<file path="src/sv/fbpa_pkg.sv">
package fbpa_pkg;

   localparam int OFFSET_W = 32;
   localparam int CHUNK_W  = 24;
   localparam int COUNT_W  = 9;

   localparam logic [7:0] CSR_SLOT_COUNT   = 8'd0;
   localparam logic [7:0] CSR_CHUNK_LENGTH = 8'd1;

   localparam logic [COUNT_W-1:0] SLOT_COUNT_RESET   = 9'd256;
   localparam logic [CHUNK_W-1:0] CHUNK_LENGTH_RESET = 24'd1;

   localparam logic KIND_ALLOC = 1'b0;
   localparam logic KIND_FREE  = 1'b1;

   typedef enum logic [2:0] {
      ST_GRANTED   = 3'd0,
      ST_EXHAUSTED = 3'd1,
      ST_NULL      = 3'd2,
      ST_RANGE     = 3'd3,
      ST_EMPTY     = 3'd4
   } status_type;

   typedef enum logic [2:0] {
      S_IDLE,
      S_READ,
      S_MUL,
      S_DIV,
      S_FREE,
      S_OUT
   } state_type;

   typedef struct packed {
      logic                   done;
      logic [OFFSET_W-1:0]    quotient;
   } div_stat_type;

   typedef struct packed {
      logic                   rd;
      logic                   pop;
      logic                   push;
      logic [COUNT_W-1:0]     push_slot;
   } stk_ctrl_type;

   typedef struct packed {
      logic [COUNT_W-1:0]     top;
      logic [COUNT_W-1:0]     rd_slot;
   } stk_stat_type;

endpackage

</file>
<file path="src/sv/fbpa_divider.sv">
module fbpa_divider (
   input  logic                          clock,
   input  logic                          reset,
   input  logic                          start,
   input  logic [fbpa_pkg::OFFSET_W-1:0] dividend,
   input  logic [fbpa_pkg::CHUNK_W-1:0]  divisor,
   output fbpa_pkg::div_stat_type        stat
);
   import fbpa_pkg::*;

   localparam logic [5:0] STEPS = 6'd32;

   logic [5:0]          count_ff, count_in;
   logic                busy_ff, busy_in;
   logic [CHUNK_W-1:0]  rem_ff, rem_in;
   logic [OFFSET_W-1:0] quo_ff, quo_in;
   logic [CHUNK_W:0]    trial;
   logic [CHUNK_W:0]    diff;

   // restoring division, one quotient bit per cycle
   always_comb begin
      trial    = {rem_ff, quo_ff[OFFSET_W-1]};
      diff     = trial - {1'b0, divisor};
      count_in = count_ff;
      busy_in  = busy_ff;
      rem_in   = rem_ff;
      quo_in   = quo_ff;
      if (start) begin
         busy_in  = 1'b1;
         count_in = STEPS;
         rem_in   = '0;
         quo_in   = dividend;
      end else if (busy_ff) begin
         if (count_ff != 6'd0) begin
            if (!diff[CHUNK_W]) begin
               rem_in = diff[CHUNK_W-1:0];
               quo_in = {quo_ff[OFFSET_W-2:0], 1'b1};
            end else begin
               rem_in = trial[CHUNK_W-1:0];
               quo_in = {quo_ff[OFFSET_W-2:0], 1'b0};
            end
            count_in = count_ff - 6'd1;
         end else begin
            busy_in = 1'b0;
         end
      end
   end

   always_ff @(posedge clock) begin
      if (reset) begin
         busy_ff  <= 1'b0;
         count_ff <= '0;
      end else begin
         busy_ff  <= busy_in;
         count_ff <= count_in;
      end
   end

   always_ff @(posedge clock) begin
      rem_ff <= rem_in;
      quo_ff <= quo_in;
   end

   assign stat.done     = busy_ff && (count_ff == 6'd0);
   assign stat.quotient = quo_ff;

endmodule

</file>
<file path="src/sv/fbpa_stack.sv">
module fbpa_stack #(
   parameter int DEPTH = 256
) (
   input  logic                   clock,
   input  logic                   reset,
   input  fbpa_pkg::stk_ctrl_type ctrl,
   output fbpa_pkg::stk_stat_type stat
);
   import fbpa_pkg::*;

   localparam int ENTRY_W = $clog2(DEPTH);

   logic [ENTRY_W-1:0] mem [DEPTH];

   logic [COUNT_W-1:0] top_ff, top_in;
   // entries at or above the high-water mark were never written; a read there returns its own index
   logic [COUNT_W-1:0] hw_ff, hw_in;
   logic [ENTRY_W-1:0] rd_data_ff;
   logic [ENTRY_W-1:0] rd_addr_ff;
   logic               fresh_ff;
   logic [COUNT_W-1:0] push_top;

   assign push_top = top_ff - 9'd1;

   always_comb begin
      top_in = top_ff;
      hw_in  = hw_ff;
      if (ctrl.pop) begin
         top_in = top_ff + 9'd1;
         if (top_ff == hw_ff) begin
            hw_in = hw_ff + 9'd1;
         end
      end else if (ctrl.push) begin
         top_in = push_top;
      end
   end

   always_ff @(posedge clock) begin
      if (reset) begin
         top_ff <= '0;
         hw_ff  <= '0;
      end else begin
         top_ff <= top_in;
         hw_ff  <= hw_in;
      end
   end

   always_ff @(posedge clock) begin
      if (ctrl.rd) begin
         rd_data_ff <= mem[top_ff[ENTRY_W-1:0]];
         rd_addr_ff <= top_ff[ENTRY_W-1:0];
         fresh_ff   <= (top_ff >= hw_ff);
      end
      if (ctrl.push) begin
         mem[push_top[ENTRY_W-1:0]] <= ctrl.push_slot[ENTRY_W-1:0];
      end
   end

   assign stat.top     = top_ff;
   assign stat.rd_slot = fresh_ff ? COUNT_W'(rd_addr_ff) : COUNT_W'(rd_data_ff);

endmodule

</file>
<file path="src/sv/fixed_block_pool_allocator_core.sv">
// Fixed-size block pool allocator: stack of free slots plus an iterative divider.
// Path to rsp_tvalid: allocate via S_READ, S_MUL and S_OUT; exhausted or null free via
// S_OUT; negative-offset free via S_FREE and S_OUT; other frees via S_DIV (32 divider
// steps), S_FREE and S_OUT. One request at a time: a new one is taken only in S_IDLE.
// Synchronous active-high reset refills the stack (slots 0,1,2,... free) without
// a clearing pass, sets slot_count to 256 and chunk_length to 1.
module fixed_block_pool_allocator_core #(
   parameter int MAX_SLOTS = 256
) (
   input  logic        clock,
   input  logic        reset,
   // request channel
   input  logic        req_tvalid,
   output logic        req_tready,
   input  logic [39:0] req_tdata,   // [31:0] release_offset, [32] release_is_null
   input  logic [0:0]  req_tuser,   // [0] kind
   // result channel
   output logic        rsp_tvalid,
   input  logic        rsp_tready,
   output logic [55:0] rsp_tdata,   // [31:0] grant_offset, [39:32] slot_number,
                                    // [48:40] slots_in_use
   output logic [2:0]  rsp_tuser,   // [2:0] status
   // configuration write channel
   input  logic        csr_valid,
   output logic        csr_ready,
   input  logic [7:0]  csr_index,
   input  logic [fbpa_pkg::CHUNK_W-1:0] csr_data
);
   import fbpa_pkg::*;

   // slot numbers never reach 511 since slot_count is nine bits wide
   localparam int CAP   = (MAX_SLOTS > 511) ? 511 : MAX_SLOTS;
   localparam int DEPTH = (MAX_SLOTS > 512) ? 512 : MAX_SLOTS;

   // configuration registers
   logic [COUNT_W-1:0] slot_count_ff, slot_count_in;
   logic [CHUNK_W-1:0] chunk_length_ff, chunk_length_in;
   logic [COUNT_W-1:0] n_eff;
   logic [CHUNK_W-1:0] chunk_eff;

   // sequencer and working registers
   state_type          state_ff, state_in;
   status_type         res_status_ff, res_status_in;
   logic [COUNT_W-1:0] slot_ff, slot_in;
   logic [31:0]        grant_ff, grant_in;
   logic [COUNT_W-1:0] idx_ff, idx_in;
   logic               in_range_ff, in_range_in;

   // result output register
   logic               rsp_valid_ff, rsp_valid_in;
   logic [55:0]        rsp_data_ff, rsp_data_in;
   logic [2:0]         rsp_user_ff, rsp_user_in;

   logic               accept;
   logic               div_start;
   logic [31:0]        mag;
   logic [32:0]        prod;
   div_stat_type       div_stat;
   stk_ctrl_type       stk_ctrl;
   stk_stat_type       stk_stat;

   assign csr_ready = 1'b1;

   always_comb begin
      slot_count_in   = slot_count_ff;
      chunk_length_in = chunk_length_ff;
      if (csr_valid) begin
         case (csr_index)
            CSR_SLOT_COUNT:   slot_count_in   = csr_data[COUNT_W-1:0];
            CSR_CHUNK_LENGTH: chunk_length_in = csr_data;
            default:          ;
         endcase
      end
   end

   always_ff @(posedge clock) begin
      if (reset) begin
         slot_count_ff   <= SLOT_COUNT_RESET;
         chunk_length_ff <= CHUNK_LENGTH_RESET;
      end else begin
         slot_count_ff   <= slot_count_in;
         chunk_length_ff <= chunk_length_in;
      end
   end

   // saturate the pool size, treat a zero chunk length as one
   assign n_eff     = (slot_count_ff > COUNT_W'(CAP)) ? COUNT_W'(CAP) : slot_count_ff;
   assign chunk_eff = (chunk_length_ff == '0) ? CHUNK_W'(1) : chunk_length_ff;

   assign req_tready = (state_ff == S_IDLE);
   assign accept     = req_tvalid && req_tready;
   assign mag        = 32'd0 - req_tdata[31:0];
   assign prod       = 33'(slot_ff) * 33'(chunk_eff);

   fbpa_divider u_div (
      .clock    (clock),
      .reset    (reset),
      .start    (div_start),
      .dividend (req_tdata[31:0]),
      .divisor  (chunk_eff),
      .stat     (div_stat)
   );

   fbpa_stack #(
      .DEPTH (DEPTH)
   ) u_stack (
      .clock (clock),
      .reset (reset),
      .ctrl  (stk_ctrl),
      .stat  (stk_stat)
   );

   always_comb begin
      state_in      = state_ff;
      res_status_in = res_status_ff;
      slot_in       = slot_ff;
      grant_in      = grant_ff;
      idx_in        = idx_ff;
      in_range_in   = in_range_ff;
      rsp_valid_in  = rsp_valid_ff && !rsp_tready;
      rsp_data_in   = rsp_data_ff;
      rsp_user_in   = rsp_user_ff;
      div_start     = 1'b0;
      stk_ctrl      = '0;

      case (state_ff)
         S_IDLE: begin
            // read the top entry ahead so a pop finds its data ready
            stk_ctrl.rd = 1'b1;
            if (accept) begin
               slot_in  = '0;
               grant_in = '0;
               if (req_tuser[0] == KIND_ALLOC) begin
                  if (stk_stat.top >= n_eff) begin
                     res_status_in = ST_EXHAUSTED;
                     state_in      = S_OUT;
                  end else begin
                     state_in = S_READ;
                  end
               end else if (req_tdata[32]) begin
                  res_status_in = ST_NULL;
                  state_in      = S_OUT;
               end else if (req_tdata[31]) begin
                  // negative offsets decode to slot 0 when within one chunk
                  idx_in      = '0;
                  in_range_in = (mag < {8'd0, chunk_eff}) && (n_eff != '0);
                  state_in    = S_FREE;
               end else begin
                  div_start = 1'b1;
                  state_in  = S_DIV;
               end
            end
         end
         S_READ: begin
            stk_ctrl.pop = 1'b1;
            slot_in      = stk_stat.rd_slot;
            state_in     = S_MUL;
         end
         S_MUL: begin
            grant_in      = prod[31:0];
            res_status_in = ST_GRANTED;
            state_in      = S_OUT;
         end
         S_DIV: begin
            if (div_stat.done) begin
               idx_in      = div_stat.quotient[COUNT_W-1:0];
               in_range_in = div_stat.quotient < 32'(n_eff);
               state_in    = S_FREE;
            end
         end
         S_FREE: begin
            // check order: range first, then an empty pool
            if (!in_range_ff) begin
               res_status_in = ST_RANGE;
            end else if (stk_stat.top == '0) begin
               res_status_in = ST_EMPTY;
            end else begin
               stk_ctrl.push      = 1'b1;
               stk_ctrl.push_slot = idx_ff;
               slot_in            = idx_ff;
               res_status_in      = ST_GRANTED;
            end
            state_in = S_OUT;
         end
         S_OUT: begin
            // hold until the output register is free or being drained
            if (!rsp_valid_ff || rsp_tready) begin
               rsp_valid_in = 1'b1;
               rsp_data_in  = {7'd0, stk_stat.top, slot_ff[7:0], grant_ff};
               rsp_user_in  = res_status_ff;
               state_in     = S_IDLE;
            end
         end
         default: state_in = S_IDLE;
      endcase
   end

   always_ff @(posedge clock) begin
      if (reset) begin
         state_ff     <= S_IDLE;
         rsp_valid_ff <= 1'b0;
      end else begin
         state_ff     <= state_in;
         rsp_valid_ff <= rsp_valid_in;
      end
   end

   always_ff @(posedge clock) begin
      res_status_ff <= res_status_in;
      slot_ff       <= slot_in;
      grant_ff      <= grant_in;
      idx_ff        <= idx_in;
      in_range_ff   <= in_range_in;
      rsp_data_ff   <= rsp_data_in;
      rsp_user_ff   <= rsp_user_in;
   end

   assign rsp_tvalid = rsp_valid_ff;
   assign rsp_tdata  = rsp_data_ff;
   assign rsp_tuser  = rsp_user_ff;

endmodule
</file>
<file path="config.mk">
export PLATFORM = sky130hd
export DESIGN_NAME = fixed_block_pool_allocator_core
export DESIGN_NICKNAME = d
export VERILOG_FILES = /design/src/sv/fbpa_pkg.sv /design/src/sv/fbpa_divider.sv /design/src/sv/fbpa_stack.sv /design/src/sv/fixed_block_pool_allocator_core.sv
export SDC_FILE = /design/constraint.sdc
export NUM_CORES = 2
export LEC_CHECK = 0
export BUFFER_PORTS_ARGS = -buffer_cell sky130_fd_sc_hd__buf_2
export CORE_UTILIZATION = 35
export CTS_BUF_LIST = sky130_fd_sc_hd__clkbuf_16
export DETAILED_ROUTE_END_ITERATION = 10
export PLACE_DENSITY = 0.52
export SETUP_SLACK_MARGIN = 0.05
export SLEW_MARGIN = 30
export SYNTH_ARGS = -nofsm -noshare
export SYNTH_HDL_FRONTEND = slang
export SYNTH_HIERARCHICAL = 1
export SYNTH_SLANG_ARGS = --single-unit
</file>
<file path="constraint.sdc">
create_clock -name clock -period 11.2 [get_ports clock]
set_input_delay 1.12 -clock clock [delete_from_list [all_inputs] [get_ports clock]]
set_output_delay 1.12 -clock clock [all_outputs]
set_load 0.02 [all_outputs]
</file>
== After elaboration in Yosys (flattened, before gate mapping) ==
Memory sizes are Yosys's and may differ from the RTL's. A register that Yosys moved wholly into a read port is not among the register bits.
Cells that the tools add are included.
Storage, ports and cells
  memory bits (writable): 2048
  bits in registers: 233
  output and inout port bits: 62
  memories: 1
  logic and storage cells: 147
Cells by class
  muxes and demuxes: 63
  $mul: 1
  reduce and logical (&&, ||, !) cells: 34
  equal/unequal tests: 17
  $add $sub $neg: 6
  $lt $le $gt $ge: 5
Memories
  u_stack.mem: depth 256, bits a word 8, read ports 1, clocked after memory_dff 1, wr ports 1, line fbpa_stack.sv:13  | logic [ENTRY_W-1:0] mem [DEPTH];
Operators with widths (number)
  32-bit two-way mux: 4
  9-bit two-way mux: 11
  32-bit case mux with 2 select lines: 1
  24-bit two-way mux: 2
  3-bit two-way mux: 13
  32-bit by 24-bit < comparator with 1-bit output: 1
  32-bit by 9-bit < comparator with 1-bit output: 1
  9-bit by 24-bit multiplier with 32-bit output: 1
  1-bit by 32-bit subtractor with 32-bit output (first input constant): 1
  10-bit two-way mux: 3
  9-bit case mux with 3 select lines: 1
  25-bit by 24-bit subtractor with 25-bit output: 1
  24-bit logical NOT: 1
  1-bit two-way mux: 20
  9-bit by 1-bit adder with 9-bit output (second input constant): 2
  9-bit greater-or-equal comparator: 2
  6-bit two-way mux: 3
  9-bit case mux with 2 select lines: 1
  3-bit case mux with 5 select lines: 1
  2-bit AND reduction: 7
  2-bit inequality test (second input constant): 5
  2-bit nonzero test: 5
  9-bit equality test: 1
  9-bit > comparator (second input constant): 1
  26 further kinds: 37

== Logic depth before layout (Yosys ltp) ==
  depth after elaboration: 9
  depth in mapped cells: 23

== By module ==
The synthesis kept the hierarchy.
By module, submodules not included
  fbpa_stack: area each 80309.5 µm², cells each 3697, times used 1, sequential area each 62369.8 µm²
  fixed_block_pool_allocator_core: area each 13669.4 µm², cells each 1436, times used 1, sequential area each 3923.8 µm²
  fbpa_divider: area each 4204.0 µm², cells each 421, times used 1, sequential area each 1581.5 µm²

== Worst setup path after synthesis ==
OpenSTA, ideal clock, no wires.
  path kind: reg2reg
  start point: register state_ff[2]
  end point: memory u_stack/mem[0][0] (netlist bit) (data pin)
  arrival time: 4.377 ns
  setup time: 0.872 ns
  setup slack: 5.951 ns
  clock period less this slack: 5.249 ns
  stages on the path, launching flop included: 5
  cell sequence: dfxtp_1 clkbuf_1 nor3b_1 clkbuf_1 and3_1
RTL lines
  start, declared: line fixed_block_pool_allocator_core.sv:42  | state_type state_ff, state_in;
  start signal, assigned: line fixed_block_pool_allocator_core.sv:203  | state_ff <= state_in;
  end, declared: line fbpa_stack.sv:13

== Worst setup path in the final report ==
  start point: register chunk_length_ff[13]
  end point: register grant_ff[18] (data pin)
On the way
  longest elaborated chain between the ends: 4
RTL lines
  start, declared: line fixed_block_pool_allocator_core.sv:37  | logic [CHUNK_W-1:0] chunk_length_ff, chunk_length_in;
  start signal, assigned: line fixed_block_pool_allocator_core.sv:82  | chunk_length_ff <= chunk_length_in;
  24-bit logical NOT: line fixed_block_pool_allocator_core.sv:88  | assign chunk_eff = (chunk_length_ff == '0) ? CHUNK_W'(1) : chunk_length_ff;
  24-bit two-way mux (*): line fixed_block_pool_allocator_core.sv:88
  9-bit by 24-bit multiplier with 32-bit output (*): line fixed_block_pool_allocator_core.sv:93  | assign prod = 33'(slot_ff) * 33'(chunk_eff);
  32-bit case mux with 2 select lines (*): line fixed_block_pool_allocator_core.sv:126  | case (state_ff)
  end signal, assigned: line fixed_block_pool_allocator_core.sv:211  | grant_ff <= grant_in;
  end, declared: line fixed_block_pool_allocator_core.sv:45  | logic [31:0] grant_ff, grant_in;
Every way passes the cells marked *; elsewhere a longest branch is shown, timed or not.
A chain may end at the register's enable or synchronous reset.

==> impl_summary.md <==
Status
The flow ran to the end, and the final reports show no timing, DRC or antenna violations.

Critical path
Of all nets on the critical path, the largest fanout is 13. The worst endpoint required time is between 10 and 15 ns. The kind of end point of the critical path is a register. Data on the critical path arrives at its endpoint at 6.66 ns. STA classifies the critical path startpoint as a register. The critical path in this run is classified as register to register. Counting cells, the worst reg-to-reg path comes to 21.

Layout
The finished cells cover between 0.1 and 0.15 mm^2. The number of nets in the layout is 6050. The share of final-layout standard cells stronger than drive strength 1 is 0.205. The area of the multi-input gates is between 0.02 and 0.03 mm^2.

The final-layout fill cell count is between 20000 and 30000. The synthesis-to-finish area growth is 12.8%. The register cell area after layout is between 0.06 and 0.07 mm^2. At the end of the flow the core is filled with cells to 0.397.

Timing
The number of slew-limit violations in the final report was 0. The total negative slack is 0 ns. The count of final setup violators is 0. Headroom to the max-slew limit came out at 0.328. The final hold violation count was 0. The timing-limited maximum frequency is roughly 160 MHz.

Subtracting the final worst setup slack from the clock period gives roughly 6 ns. Of the available clock period, the critical path in the final layout requires 0.546. For the pin with the worst max-slew slack, the measured transition is between 1 and 1.5 ns. The clock skew is roughly 0.13 ns. Setup repair after global routing left no endpoint under its margin.

Route
The first detailed-routing pass took 5 iterations. After detailed routing, the number of remaining DRC violations is 0. The final wirelength is approximately 250000 um. In the final routed layout, each cell accounts on average for approximately 26 um. The routed layout has between 50000 and 60000 vias. The DRC violation total after the first TritonRoute iteration is ~4500.

In the routed layout, each cell is associated on average with a via count of about 5.3. The number of antenna-violating nets in the routed design is 0.

Die
The overall die area is around 0.28 mm^2. The number of standard-cell rows in the floorplan is around 190. The initial cell density of the core is 0.352.

The floorplan step defined a core boundary enclosing 0.279 mm^2. The die is between 500 and 600 um tall. The die is approximately 530 um wide. Pin placement for this block handled 140 I/O pins.

Clock tree
TritonCTS built the clock tree. Counting every sink on the clock net gives approximately 2300. The number of CTS-inserted buffers is approximately 240.

The register clock-pin slew on the reported worst setup and hold paths is 0.06 ns. The clock tree synthesis step divided the H-tree into 4 levels. The clock reaches the later pin of the worst-skew pair after between 0.9 and 1 ns. CTS placed an instance of sky130_fd_sc_hd__clkbuf_16 at the clock tree root. The hold-fix buffer count after cts is 0. Post-CTS repair changed the size of 0 cells. Once the clock tree was built, the setup fixing pass inserted 0 buffers. The maximum count of clock buffers along a single path is 4.

Synthesis
The number of synthesis warnings is 6. The cell count after synthesis is between 5000 and 6000. The netlist area before placement is about 0.098 mm^2. Averaged over all synthesized cells, the footprint is about 18 um^2.

Placement
The HPWL reported at the end of detailed placement is 153000 um. The area after detailed placement is 0.103 mm^2. The number of port buffers is about 120. The placer congestion estimate is ~0.8.

Flow run
Max-cap violations in this run came to 0.

Power and ir drop
The total power density per cell area is 168 mW/mm^2. The overall power after layout is about 19 mW. The analysis attributes to cell leakage a power of approximately 38 nW. The maximum vdd drop is 0.000168 V.

Min path
Counting instances, the worst hold path has a depth of 0. The worst hold path belongs to the class register to register.

Global route
The number of antenna violations at the first check in global routing came to 8. The total global-route track usage is 0.175. The first-pass GRT wire length is 367000 um.

Entering global routing, the biggest net connects about 110 pins. The total congestion overflow is 0. The number of global-route vias before repair is around 52000.
==> layout make-up <==
cell class / count / share of cell area
Multi-Input combinational cell: 2653 / 0.251
Clock buffer: 243 / 0.0549
Tap cell: 3724 / 0.0421
Sequential cell: 2289 / 0.613
Antenna cell: 1 / 0.0000226
Clock inverter: 187 / 0.0141
Timing Repair Buffer: 233 / 0.0152
Inverter: 265 / 0.00899
==> stage by stage <==
| stage | setup WS (ns) | std cells | hold WS (ns) |
|---|---|---|---|
| 2_1_floorplan | 5.95 | 5559 | 0.400 |
| 3_3_place_gp | 5.03 | 9152 | 0.404 |
| 3_5_place_dp | 5.08 | 9158 | 0.405 |
| 4_1_cts | 5.06 | 9588 | 0.413 |
| 5_1_grt | 4.61 | 9595 | 0.413 |
| 6_report | 5.09 | 9595 | 0.411 |
==> worst max-delay path, stage by stage (launching register included) <==
cell and delay [ns]:
sky130_fd_sc_hd__dfxtp_1 0.55, sky130_fd_sc_hd__nor4_1 0.46, sky130_fd_sc_hd__nand4_1 0.13, sky130_fd_sc_hd__o21bai_1 0.16
sky130_fd_sc_hd__buf_4 0.25, sky130_fd_sc_hd__nand2_1 0.10, sky130_fd_sc_hd__fa_1 0.48, sky130_fd_sc_hd__fa_1 0.49
sky130_fd_sc_hd__inv_1 0.05, sky130_fd_sc_hd__fa_1 0.50, sky130_fd_sc_hd__inv_1 0.06, sky130_fd_sc_hd__fa_1 0.48
sky130_fd_sc_hd__inv_1 0.04, sky130_fd_sc_hd__ha_1 0.35, sky130_fd_sc_hd__o21a_1 0.14, sky130_fd_sc_hd__o31a_1 0.21
sky130_fd_sc_hd__o2111ai_1 0.21, sky130_fd_sc_hd__a21boi_0 0.29, sky130_fd_sc_hd__o21ai_1 0.18, sky130_fd_sc_hd__a21boi_0 0.35
sky130_fd_sc_hd__mux2i_1 0.24, sky130_fd_sc_hd__nand3_1 0.09
==> path summary, 6_finish.rpt <==
path                                    startpoint                         end  slack [ns]
setup reg to reg  chunk_length_ff[13]$_SDFFE_PP0P_  grant_ff[18]$_SDFFCE_PP0P_        5.09
hold / removal          grant_ff[19]$_SDFFCE_PP0P_     rsp_tdata[19]$_DFFE_PP_        0.41
hold reg to reg         grant_ff[19]$_SDFFCE_PP0P_     rsp_tdata[19]$_DFFE_PP_        0.41
setup / recovery  chunk_length_ff[13]$_SDFFE_PP0P_  grant_ff[18]$_SDFFCE_PP0P_        5.09
==> layer usage <==
layer / share of wire / track usage / up-vias / wire, um
li1: - / - / 22100 / -
met1: 0.43 / 0.245 / 27300 / 109000
met2: 0.48 / 0.285 / 1520 / 122000
met3: 0.060 / 0.0296 / 309 / 15100
met4: 0.023 / 0.0424 / 0 / 5880
met5: 0 / 0 / - / 0
==> cell usage in the layout (no fill, tap or decap), types with 12 or more instances in the layout <==
cell and n:
sky130_fd_sc_hd__xor2_1 30, sky130_fd_sc_hd__nand3_1 32, sky130_fd_sc_hd__buf_12 12, sky130_fd_sc_hd__clkinv_1 53, sky130_fd_sc_hd__a22o_1 78, sky130_fd_sc_hd__nand2b_1 17, sky130_fd_sc_hd__nor4_1 28, sky130_fd_sc_hd__inv_1 319
sky130_fd_sc_hd__nor3_1 60, sky130_fd_sc_hd__fa_1 155, sky130_fd_sc_hd__nor2_2 14, sky130_fd_sc_hd__o22ai_1 37, sky130_fd_sc_hd__a21o_1 19, sky130_fd_sc_hd__nor2b_1 18, sky130_fd_sc_hd__nand4_1 23, sky130_fd_sc_hd__and2_1 136
sky130_fd_sc_hd__a21oi_1 136, sky130_fd_sc_hd__o21ai_0 51, sky130_fd_sc_hd__a211oi_1 25, sky130_fd_sc_hd__xnor2_1 50, sky130_fd_sc_hd__mux2_2 43, sky130_fd_sc_hd__a22oi_1 130, sky130_fd_sc_hd__clkinv_2 39, sky130_fd_sc_hd__nor2_1 396
sky130_fd_sc_hd__bufinv_16 24, sky130_fd_sc_hd__mux4_2 512, sky130_fd_sc_hd__buf_4 85, sky130_fd_sc_hd__buf_2 124, sky130_fd_sc_hd__ha_1 134, sky130_fd_sc_hd__nand2_1 178, sky130_fd_sc_hd__dfxtp_1 84, sky130_fd_sc_hd__clkbuf_16 243
sky130_fd_sc_hd__nand3_2 16, sky130_fd_sc_hd__edfxtp_1 2203, sky130_fd_sc_hd__or3_1 29, sky130_fd_sc_hd__mux2i_1 53, sky130_fd_sc_hd__a221oi_1 56
==> state kept, by name, indices dropped and copies added, names as in the netlist, 9 cells and up <==
name,count
chunk_length_ff,24
grant_ff,32
idx_ff,9
rsp_tdata,49
slot_count_ff,9
slot_ff,9
u_div/quo_ff,32
u_div/rem_ff,24
u_stack/hw_ff,9
u_stack/mem,2048
u_stack/top_ff,9
==> report_power, final <==
| part | leakage (nW) | internal [mW] | switching, mW |
|---|---|---|---|
| clock network | 3.94 | 4.46 | 3.29 |
| registers | 23.4 | 9.33 | 0.0728 |
| logic | 10.7 | 0.599 | 0.860 |
| total | 38.1 | 14.4 | 4.22 |
No activity file was read; power rests on OpenSTA's default activity.
